--- src/hw/rtl/sba_pkg.sv ---
// Shared definitions for the sector bitmap allocator.
// Holds field widths, parameter defaults and the operation codes.
// No dependencies.
package sba_pkg;

   localparam int TRACK_W      = 8;
   localparam int SECTOR_W     = 3;
   localparam int DEF_TRACKS   = 160;
   localparam int DEF_SECTORS  = 5;

   typedef enum logic [1:0] {
      OP_LOAD        = 2'd0,
      OP_ALLOC_FIRST = 2'd1,
      OP_ALLOC_AT    = 2'd2,
      OP_RELEASE     = 2'd3
   } op_type;

endpackage

--- src/hw/rtl/sba_cell.sv ---
// One cell of the rotating track ring: holds the allocation bits of one track.
// Loads its neighbor's bits when the ring shifts. Depends on sba_pkg.
module sba_cell
   import sba_pkg::*;
#(
   parameter int WIDTH = DEF_SECTORS
) (
   input  logic             clock,
   input  logic             reset,
   input  logic             shift_en,
   input  logic [WIDTH-1:0] data_in,
   output logic [WIDTH-1:0] data_out
);

   logic [WIDTH-1:0] bits_ff;
   logic [WIDTH-1:0] bits_in;

   assign bits_in  = shift_en ? data_in : bits_ff;
   assign data_out = bits_ff;

   always_ff @(posedge clock) begin
      if (reset) begin
         bits_ff <= '0;
      end else begin
         bits_ff <= bits_in;
      end
   end

endmodule

--- src/hw/rtl/sector_bitmap_allocator.sv ---
// Sector bitmap allocator: a ring of track cells that rotates one track per cycle while it seeks or scans.
// Disk full and out-of-range tracks are answered straight from idle; otherwise the ring turns until the target
// track is at the head; allocate-first stops there at track zero, then scans to the first track with a free sector.
// One operation at a time; busy drops in the cycle the result beat is on the ports,
// so the next beat can be taken at the edge that ends it.
// The result beat is a one-cycle strobe that the receiver cannot stall.
// Synchronous reset clears every cell (all sectors free) and sets the count to the total.
module sector_bitmap_allocator
   import sba_pkg::*;
#(
   parameter int TRACKS  = DEF_TRACKS,
   parameter int SECTORS = DEF_SECTORS,
   localparam int COUNT_W = $clog2(TRACKS * SECTORS + 1)
) (
   input  logic                clock,
   input  logic                reset,
   input  logic                start,
   output logic                busy,
   input  logic [1:0]          req_opcode,
   input  logic [TRACK_W-1:0]  req_track,
   input  logic [SECTOR_W-1:0] req_sector,
   input  logic [SECTORS-1:0]  req_load_bits,
   output logic                rsp_valid,
   output logic                rsp_status,
   output logic [TRACK_W-1:0]  rsp_out_track,
   output logic [SECTOR_W-1:0] rsp_out_sector,
   output logic [SECTORS-1:0]  rsp_track_bits,
   output logic [COUNT_W-1:0]  rsp_free_count
);

   localparam int HEAD_W = (TRACKS > 1) ? $clog2(TRACKS) : 1;
   localparam int POP_W  = $clog2(SECTORS + 1);
   localparam int TOTAL  = TRACKS * SECTORS;

   typedef enum logic [1:0] {
      ST_IDLE,
      ST_SEEK,
      ST_SCAN
   } state_type;

   state_type             state_ff;
   logic [HEAD_W-1:0]     head_ff;
   logic [COUNT_W-1:0]    free_ff;
   op_type                op_ff;
   logic [TRACK_W-1:0]    tgt_ff;
   logic [SECTOR_W-1:0]   sec_ff;
   logic [SECTORS-1:0]    bits_ff;

   logic                  rsp_valid_ff;
   logic                  rsp_status_ff;
   logic [TRACK_W-1:0]    rsp_track_ff;
   logic [SECTOR_W-1:0]   rsp_sector_ff;
   logic [SECTORS-1:0]    rsp_bits_ff;
   logic [COUNT_W-1:0]    rsp_free_ff;

   logic [SECTORS-1:0]    cell_q [TRACKS];
   logic [SECTORS-1:0]    head_bits;
   logic [SECTORS-1:0]    tail_bits;
   logic                  shift_en;

   logic [POP_W-1:0]      pop_old;
   logic [POP_W-1:0]      pop_new;
   logic [SECTOR_W-1:0]   first_idx;
   logic                  first_found;
   logic                  sec_ok;
   logic [SECTORS-1:0]    sec_mask;
   logic [SECTORS-1:0]    upd_bits;
   logic [COUNT_W:0]      upd_free;
   logic                  at_target;
   logic                  do_update;
   logic                  accept;
   op_type                req_op;
   logic [HEAD_W-1:0]     head_in;

   // The ring: cell i holds track (head + i) mod TRACKS, the tail takes the head's bits.
   for (genvar i = 0; i < TRACKS; i++) begin : g_ring
      logic [SECTORS-1:0] nbr;
      if (i == TRACKS - 1) begin : g_tail
         assign nbr = tail_bits;
      end else begin : g_mid
         assign nbr = cell_q[i+1];
      end
      sba_cell #(
         .WIDTH (SECTORS)
      ) u_cell (
         .clock    (clock),
         .reset    (reset),
         .shift_en (shift_en),
         .data_in  (nbr),
         .data_out (cell_q[i])
      );
   end

   assign head_bits = cell_q[0];
   assign busy      = (state_ff != ST_IDLE);
   assign accept    = start && (state_ff == ST_IDLE);
   assign req_op    = op_type'(req_opcode);
   assign head_in   = (head_ff == HEAD_W'(TRACKS - 1)) ? '0 : head_ff + 1'b1;

   always_comb begin
      pop_old     = '0;
      pop_new     = '0;
      first_idx   = '0;
      first_found = 1'b0;
      for (int s = 0; s < SECTORS; s++) begin
         pop_old = pop_old + POP_W'(head_bits[s]);
         pop_new = pop_new + POP_W'(bits_ff[s]);
      end
      // Walk downward so the lowest free sector wins.
      for (int s = SECTORS - 1; s >= 0; s--) begin
         if (!head_bits[s]) begin
            first_idx   = SECTOR_W'(s);
            first_found = 1'b1;
         end
      end
   end

   always_comb begin
      sec_ok   = (32'(sec_ff) < SECTORS);
      sec_mask = SECTORS'(1) << sec_ff;
      upd_bits = head_bits;
      upd_free = {1'b0, free_ff};
      case (op_ff)
         OP_LOAD: begin
            upd_bits = bits_ff;
            upd_free = ({1'b0, free_ff} + (COUNT_W + 1)'(pop_old)) - (COUNT_W + 1)'(pop_new);
         end
         OP_ALLOC_FIRST: begin
            upd_bits = head_bits | (SECTORS'(1) << first_idx);
            upd_free = {1'b0, free_ff} - 1'b1;
         end
         OP_ALLOC_AT: begin
            if (sec_ok && ((head_bits & sec_mask) == '0)) begin
               upd_bits = head_bits | sec_mask;
               upd_free = {1'b0, free_ff} - 1'b1;
            end
         end
         OP_RELEASE: begin
            if (sec_ok && ((head_bits & sec_mask) != '0)) begin
               upd_bits = head_bits & ~sec_mask;
               upd_free = {1'b0, free_ff} + 1'b1;
            end
         end
         default: begin
            upd_bits = head_bits;
         end
      endcase
   end

   always_comb begin
      at_target = (state_ff == ST_SEEK) && (TRACK_W'(head_ff) == tgt_ff);
      do_update = (at_target && (op_ff != OP_ALLOC_FIRST)) ||
                  ((state_ff == ST_SCAN) && first_found);
      // Allocate-first stops the ring at track zero before the scan begins.
      shift_en  = ((state_ff == ST_SEEK) && !(at_target && (op_ff == OP_ALLOC_FIRST))) ||
                  (state_ff == ST_SCAN);
      tail_bits = do_update ? upd_bits : head_bits;
   end

   always_ff @(posedge clock) begin
      if (reset) begin
         state_ff      <= ST_IDLE;
         head_ff       <= '0;
         free_ff       <= COUNT_W'(TOTAL);
         rsp_valid_ff  <= 1'b0;
         op_ff         <= OP_LOAD;
         tgt_ff        <= '0;
         sec_ff        <= '0;
         bits_ff       <= '0;
         rsp_status_ff <= 1'b0;
         rsp_track_ff  <= '0;
         rsp_sector_ff <= '0;
         rsp_bits_ff   <= '0;
         rsp_free_ff   <= '0;
      end else begin
         rsp_valid_ff <= 1'b0;
         if (shift_en) begin
            head_ff <= head_in;
         end
         case (state_ff)
            ST_IDLE: begin
               if (accept) begin
                  op_ff   <= req_op;
                  sec_ff  <= req_sector;
                  bits_ff <= req_load_bits;
                  if (req_op == OP_ALLOC_FIRST) begin
                     if (free_ff == '0) begin
                        rsp_valid_ff  <= 1'b1;
                        rsp_status_ff <= 1'b1;
                        rsp_track_ff  <= '0;
                        rsp_sector_ff <= '0;
                        rsp_bits_ff   <= '0;
                        rsp_free_ff   <= free_ff;
                     end else begin
                        tgt_ff   <= '0;
                        state_ff <= ST_SEEK;
                     end
                  end else if (9'(req_track) >= 9'(TRACKS)) begin
                     rsp_valid_ff  <= 1'b1;
                     rsp_status_ff <= 1'b0;
                     rsp_track_ff  <= req_track;
                     rsp_sector_ff <= (req_op == OP_LOAD) ? '0 : req_sector;
                     rsp_bits_ff   <= '0;
                     rsp_free_ff   <= free_ff;
                  end else begin
                     tgt_ff   <= req_track;
                     state_ff <= ST_SEEK;
                  end
               end
            end
            ST_SEEK: begin
               if (at_target && (op_ff == OP_ALLOC_FIRST)) begin
                  state_ff <= ST_SCAN;
               end else if (at_target) begin
                  free_ff       <= upd_free[COUNT_W-1:0];
                  rsp_valid_ff  <= 1'b1;
                  rsp_status_ff <= 1'b0;
                  rsp_track_ff  <= tgt_ff;
                  rsp_sector_ff <= (op_ff == OP_LOAD) ? '0 : sec_ff;
                  rsp_bits_ff   <= upd_bits;
                  rsp_free_ff   <= upd_free[COUNT_W-1:0];
                  state_ff      <= ST_IDLE;
               end
            end
            ST_SCAN: begin
               if (first_found) begin
                  free_ff       <= upd_free[COUNT_W-1:0];
                  rsp_valid_ff  <= 1'b1;
                  rsp_status_ff <= 1'b0;
                  rsp_track_ff  <= TRACK_W'(head_ff);
                  rsp_sector_ff <= first_idx;
                  rsp_bits_ff   <= upd_bits;
                  rsp_free_ff   <= upd_free[COUNT_W-1:0];
                  state_ff      <= ST_IDLE;
               end
            end
            default: begin
               state_ff <= ST_IDLE;
            end
         endcase
      end
   end

   assign rsp_valid      = rsp_valid_ff;
   assign rsp_status     = rsp_status_ff;
   assign rsp_out_track  = rsp_track_ff;
   assign rsp_out_sector = rsp_sector_ff;
   assign rsp_track_bits = rsp_bits_ff;
   assign rsp_free_count = rsp_free_ff;

   // A result beat is only issued once the operation has left the ring.
   a_rsp_idle : assert property (@(posedge clock) disable iff (reset)
      rsp_valid |-> !busy)
      else $error("result beat issued while busy");

   a_free_range : assert property (@(posedge clock) disable iff (reset)
      free_ff <= COUNT_W'(TOTAL))
      else $error("free count above total");

   a_full_zero : assert property (@(posedge clock) disable iff (reset)
      (rsp_valid && rsp_status) |-> (rsp_free_count == '0))
      else $error("disk full reported with free sectors left");

   a_scan_free : assert property (@(posedge clock) disable iff (reset)
      (state_ff == ST_SCAN) |-> (free_ff != '0))
      else $error("scan running with no free sector");

endmodule
--- config.mk ---
export PLATFORM = sky130hd
export DESIGN_NAME = sector_bitmap_allocator
export DESIGN_NICKNAME = d
export VERILOG_FILES = /design/src/hw/rtl/sba_pkg.sv /design/src/hw/rtl/sba_cell.sv /design/src/hw/rtl/sector_bitmap_allocator.sv
export SDC_FILE = /design/constraint.sdc
export NUM_CORES = 2
export LEC_CHECK = 0
export BUFFER_PORTS_ARGS = -buffer_cell sky130_fd_sc_hd__buf_2
export CORE_AREA = 2 2 201 282
export CTS_CLUSTER_DIAMETER = 150
export DETAILED_ROUTE_END_ITERATION = 16
export DIE_AREA = 0 0 203 284
export GPL_ROUTABILITY_DRIVEN = 0
export PLACE_DENSITY = 0.78
export SYNTH_ARGS = -nofsm -noshare
export SYNTH_HDL_FRONTEND = slang
export SYNTH_HIERARCHICAL = 1
export SYNTH_SLANG_ARGS = --single-unit
export TNS_END_PERCENT = 50
--- constraint.sdc ---
create_clock -name clock -period 5.15 [get_ports clock]
set_input_delay 0.515 -clock clock [delete_from_list [all_inputs] [get_ports clock]]
set_output_delay 0.515 -clock clock [all_outputs]
set_load 0.05 [all_outputs]
# == Word level (Yosys, flattened, before mapping) ==
# Cells that the tools add are included.
# totals
reg_bits,866
in_bits,21
out_inout_bits,29
wordCells,320
# op_classes
addsub,13
order_cmp,2
n_eq_ne,20
n_shift,2
mux,80
n_bitwise,5
reduce_logical,25
# ops
op,count
2-to-1 mux 10 bit,9
2-to-1 mux 8 bit,11
2-to-1 mux 5 bit,10
2-to-1 mux 3 bit,14
case mux 10 bit (4 select lines),1
case mux 10 bit (3 select lines),1
case mux 8 bit (3 select lines),1
case mux 10 bit (2 select lines),1
case mux 5 bit (4 select lines),1
2-to-1 mux 1 bit,19
case mux 5 bit (3 select lines),1
2-to-1 mux 2 bit,7
adder 3 x 1 -> 3 bit,4
inequality test 2 bit (second input constant),6
adder 10 x 1 -> 10 bit (second input constant),1
adder 10 x 3 -> 10 bit,1
bitwise AND 5 bit,2
logical NOT 10 bit,1
OR 5 bit,2
left shift 1 x 3 -> 5 bit (first input constant),2
subtractor 10 x 1 -> 10 bit (second input constant),1
subtractor 10 x 3 -> 10 bit,1
case mux 3 bit (3 select lines),1
adder 8 x 1 -> 8 bit (second input constant),1
27 further kinds,48

# == Depth between registers and ports, before layout ==
# logic_depth
ltp_word,11
mapped_depth,16
ltp_nobuf,16

# == Modules after synthesis ==
# The synthesis kept the hierarchy.
# by_module_without_submodules
module,instances,cells_each,area_each_um2,seq_area_each_um2
sba_cell,160,16,180.2,100.1
sector_bitmap_allocator,1,646,4947.2,1321.3

# == Worst setup path before layout ==
# No wires, ideal clock.
# synth_timing
path_type,register to register
start,register head_ff[2]
end,register head_ff[7]
setup_ns,0.119
arrival_ns,4.501
required_ns,5.031
setup_slack_ns,0.530
path_stages_with_launch,10
path_buffers,2
synth_period_minus_slack_ns,4.620
cell_sequence,dfxtp_1 -> clkbuf_1 -> xor2_1 -> nor4_4 -> nand3_1 -> a21o_1 -> buf_2 -> and4_1 -> xor2_1 -> and2_1
# synth_via
elab_chain_len,6
elab_cells_between_ends,9
classes_between,add/sub: 1; eq/ne: 2; mux: 1; reduce/logical: 5
# synth_rtl
element,line,text
from (decl),sector_bitmap_allocator.sv:42,logic [HEAD_W-1:0] head_ff;
from (signal assigned),sector_bitmap_allocator.sv:178,head_ff <= head_in;
== test 8 bit,sector_bitmap_allocator.sv:151,at_target = (state_ff == ST_SEEK) && (TRACK_W'(head_ff) == tgt_ff);
logical AND 1 bit,sector_bitmap_allocator.sv:151,
logical AND 1 bit,sector_bitmap_allocator.sv:155,shift_en = ((state_ff == ST_SEEK) && !(at_target && (op_ff == OP_ALLOC_FIRST))) ||
logical NOT 1 bit,sector_bitmap_allocator.sv:155,
logical AND 1 bit,sector_bitmap_allocator.sv:155,
logical OR 1 bit,sector_bitmap_allocator.sv:155,
named net shift_en,sector_bitmap_allocator.sv:59,logic shift_en;
# The timed path passes the listed nets, and every way through them passes these cells.
# A chain may end at the register's enable or synchronous reset.

# == Worst setup path in the final report ==
# layout_timing
start,register g_ring[0].u_cell.bits_ff[0]
end,"register rsp_free_ff[8], in the netlist rsp_free_count[8]"
# layout_via
elab_chain_len,10
elab_cells_between_ends,21
classes_between,add/sub: 6; eq/ne: 1; mux: 8; bitwise: 1; reduce/logical: 5
# layout_rtl
element,line,text
from (decl),sba_cell.sv:15,logic [WIDTH-1:0] bits_ff;
from (signal assigned),sba_cell.sv:25,bits_ff <= bits_in;
adder 1 x 1 -> 2 bit,sector_bitmap_allocator.sv:106,pop_old = pop_old + POP_W'(head_bits[s]);
adder 2 x 1 -> 3 bit,sector_bitmap_allocator.sv:106,
adder 3 x 1 -> 3 bit (2 in a row),sector_bitmap_allocator.sv:106,
adder 10 x 3 -> 10 bit,sector_bitmap_allocator.sv:126,"upd_free = ({1'b0, free_ff} + (COUNT_W + 1)'(pop_old)) - (COUNT_W + 1)'(pop_new);"
subtractor 10 x 3 -> 10 bit,sector_bitmap_allocator.sv:126,
case mux 10 bit (4 select lines),sector_bitmap_allocator.sv:123,case (op_ff)
2-to-1 mux 10 bit,sector_bitmap_allocator.sv:214,end else if (at_target) begin
2-to-1 mux 10 bit,sector_bitmap_allocator.sv:212,if (at_target && (op_ff == OP_ALLOC_FIRST)) begin
case mux 10 bit (3 select lines),sector_bitmap_allocator.sv:180,case (state_ff)
to (signal assigned),sector_bitmap_allocator.sv:193,rsp_free_ff <= free_ff;
to (signal assigned),sector_bitmap_allocator.sv:221,rsp_free_ff <= upd_free[COUNT_W-1:0];
to (signal assigned),sector_bitmap_allocator.sv:233,rsp_free_ff <= upd_free[COUNT_W-1:0];
to (decl),sector_bitmap_allocator.sv:54,logic [COUNT_W-1:0] rsp_free_ff;
# Parallel ways exist; a longest one is shown, timed or not. The select of a mux whose other input is x is not followed.

==> run_results.csv <==
group,metric,value,unit
grt,grt_pass1_vias,20600,
clock_network,cts.clk_slew.worst_paths,70,ps
logic_synthesis,ys.flop_type,"dfxtp_1",
sta,fmax,209,MHz
sta,hold_viol_final,0,
worst_setup_path,slowest_stage,"fa_1",
flow_run,cap_violations,0,
logic_synthesis,async_flop_share,0,%
logic_synthesis,yosysSeqAreaShare,51.3,%
place,dpl-instance-area,0.0332,mm2
detailed_routing,vias,21400,
die,initial_core_util,61.4,%
power,p_leak,0.0133,uW
cells_and_area,layout-drive-gt1-share,6.48,%
power,irDropWorstVdd,277,uV
cells_and_area,nets,3212,
place,portBuffers,49,
logic_synthesis,syn_area,0.0338,mm2
grt,grt_pass1_wl,95700,um
detailed_routing,drt_iter0_drc,1365,
worst_setup_path,cp_common_cell,"fa_1",
logic_synthesis,synth_edf_count,0,
clock_network,cts_resized,0,
worst_setup_path,critPathArrivalTime,5240,ps
grt,grt_usage,19.3,%
logic_synthesis,syn_avg_cell_area,10.5,um2
min_path,hold_start,"req_load_bits[4]",
clock_network,cts-root-buf,"clkbuf_16",
clock_network,clk_latency,610,ps
detailed_routing,drc,0,
grt,grt_overflow_total,0,
clock_network,cts_sinks,866,
worst_setup_path,path_cells,"inv_1 -> fa_1 -> fa_1 -> fa_1 -> inv_1 -> fa_1 -> ha_1 -> inv_1 -> fa_1 -> nor2b_1 -> o221ai_1 -> a211oi_1 -> nor2_1 -> xnor2_1 -> a2111oi_2 -> a2111oi_2",
die,core-area,0.0550,mm2
worst_setup_path,critPathMaxStageDelay,550,ps
detailed_routing,avgViaCountPerCell,5.43,
detailed_routing,ant_nets,0,
worst_setup_path,end_kind,"flop",
sta,fin_crit,4780,ps
detailed_routing,routed_wirelength,56100,um
clock_network,cts_tree,"built",
clock_network,cts-htree-levels,3,
worst_setup_path,worstSetupPathType,"flop to flop",
cells_and_area,fin_util,65.0,%
cells_and_area,stdcell_area,0.0358,mm2
logic_synthesis,synth-seq-cells,866,
die,die_h,284,um
logic_synthesis,synth.distinct_cells,74,
logic_synthesis,syn-num-nets,3265,
sta,tightest_slew,1150,ps
cells_and_area,area_delta_synth_final,5.88,%
worst_setup_path,cp_max_fo,9,
worst_setup_path,r2r-start,"g_ring[0].u_cell/data_out[0]$_SDFFE_PP0P_",
grt,grt_antenna_before_repair,2,
clock_network,cts_hold_buf,0,
outcome,outcome,"finished, final reports clean",
detailed_routing,wl_per_cell,14.2,um
sta,fin_skew,19.6,ps
place,placedCellCount,3802,
cells_and_area,layout.cells.non_filler,3940,
sta,setup_viol,0,
detailed_routing,first_pass_iters,7,
logic_synthesis,synthCells,3206,
sta,timing.final.crit_share,92.8,%
min_path,holdCritPathClass,"input pin to flop",
die,io_pins,50,
place,hpwl,34100,um
sta,finalSetupTns,0,ps
die,die_w,203,um
worst_setup_path,start_kind,"flop",
die,num_rows,102,
clock_network,postCtsSetupRepairBufs,0,
sta,maxSlewHeadroom,23.5,%
clock_network,cts_inserted_buffers,77,
power,power.density,390,mW/mm2
logic_synthesis,ys_warn_count,6,
worst_setup_path,critPathRequiredTime,5610,ps
sta,rsz0062_at_grt,"no",
grt,grt_max_degree,255,
clock_network,clockBufferDepth,3,
worst_setup_path,cp-startpoint,"g_ring[0].u_cell/data_out[0]$_SDFFE_PP0P_",
sta,drv_slew,0,
die,dieArea,0.0577,mm2
==> layout by cell type (no fill, tap or decap), types with 24 or more instances in the layout <==
master and n:
nor3_1 24, nand2_1 75, mux2i_1 805, dfxtp_1 866, nor2_1 855, a21oi_1 68
clkbuf_16 79, ha_1 31, inv_1 41, buf_2 48
==> registers in the layout, summed over array words and instances (netlist names) <==
signal,cells
rsp_valid,1
sec_ff,3
head_ff,8
rsp_status,1
state_ff,2
rsp_out_track,8
rsp_track_bits,5
op_ff,2
free_ff,10
tgt_ff,8
g_ring.u_cell/data_out,800
rsp_free_count,10
bits_ff,5
rsp_out_sector,3
==> Yosys cell counts (16+ instances only) <==
cell type  instances  area, um2
clkbuf_1          29        109
xor2_1            16        140
mux2i_1          805       8060
o21ai_0           20        100
nor3_1            24        120
xnor2_1           19        166
nand2_1           75        282
nand3_1           23        115
buf_6            161       1810
inv_1             41        154
a21oi_1           68        340
ha_1              31        388
dfxtp_1          866      17300
nor2_1           855       3210
==> worst paths after layout <==
| check | to | cells after the start | slack, ps |
|---|---|---|---|
| max | rsp_free_count[8]$_SDFFE_PP0P_ | 16 | 370 |
| min | bits_ff[4]$_SDFFE_PP0P_ | 3 | 140 |
| max reg2reg | rsp_free_count[8]$_SDFFE_PP0P_ | 16 | 370 |
| min reg2reg | rsp_free_count[3]$_SDFFE_PP0P_ | 2 | 460 |
==> layer usage <==
layer  vias to the layer above  track usage (%)  share of wire (%)
met4                         0             9.42                3.8
met3                       162             2.60                4.3
met1                     10100             23.7                 43
met2                       469             33.1                 49
li1                      10700                -                  -
met5                         -                0                  0
==> cell families after synthesis <==
family	share of synthesized area, %
AOI/OAI and AO/OA	3.55
xor gates and xnor gates	0.908
adders and majority gates	1.56
buffers and inverters	6.35
DFF	51.3
muxes	24.0
and+or+nand+nor	12.3
==> through the flow <==
| stage | hold slack, ps | power [uW] | setup WS [ps] |
|---|---|---|---|
| 6_report | 144 | 14000 | 369 |
| 5_1_grt | 148 | 14500 | 48.0 |
| 4_1_cts | 108 | 14100 | 408 |
| 3_5_place_dp | 462 | 8440 | 423 |
| 3_3_place_gp | 445 | 8400 | 487 |
| 2_1_floorplan | 449 | 8400 | 530 |
==> where the power goes <==
part,internal [uW],switching [uW]
registers,6740,66.3
clock network,3220,2410
logic,578,935
==> critical path, delay by kind of cell (launching register included) <==
kind | cells | cell delay [ps]
AOI/OAI and AO/OA | 4 | 970
xor gates and xnor gates | 1 | 150
adders and majority gates | 6 | 2510
buffers and inverters | 3 | 260
DFF | 1 | 470
and+or+nand+nor | 2 | 300
==> layout make-up <==
type,instances,area (um2)
multi-input combinational,2095,14300
antenna,2,5.00
clock buffer,108,2220
timing repair buffer,69,531
inverter,44,165
tap,728,911
clock inverter,28,293
fill,4251,19200
sequential,866,17300
No activity file was read; power rests on OpenSTA's default activity.
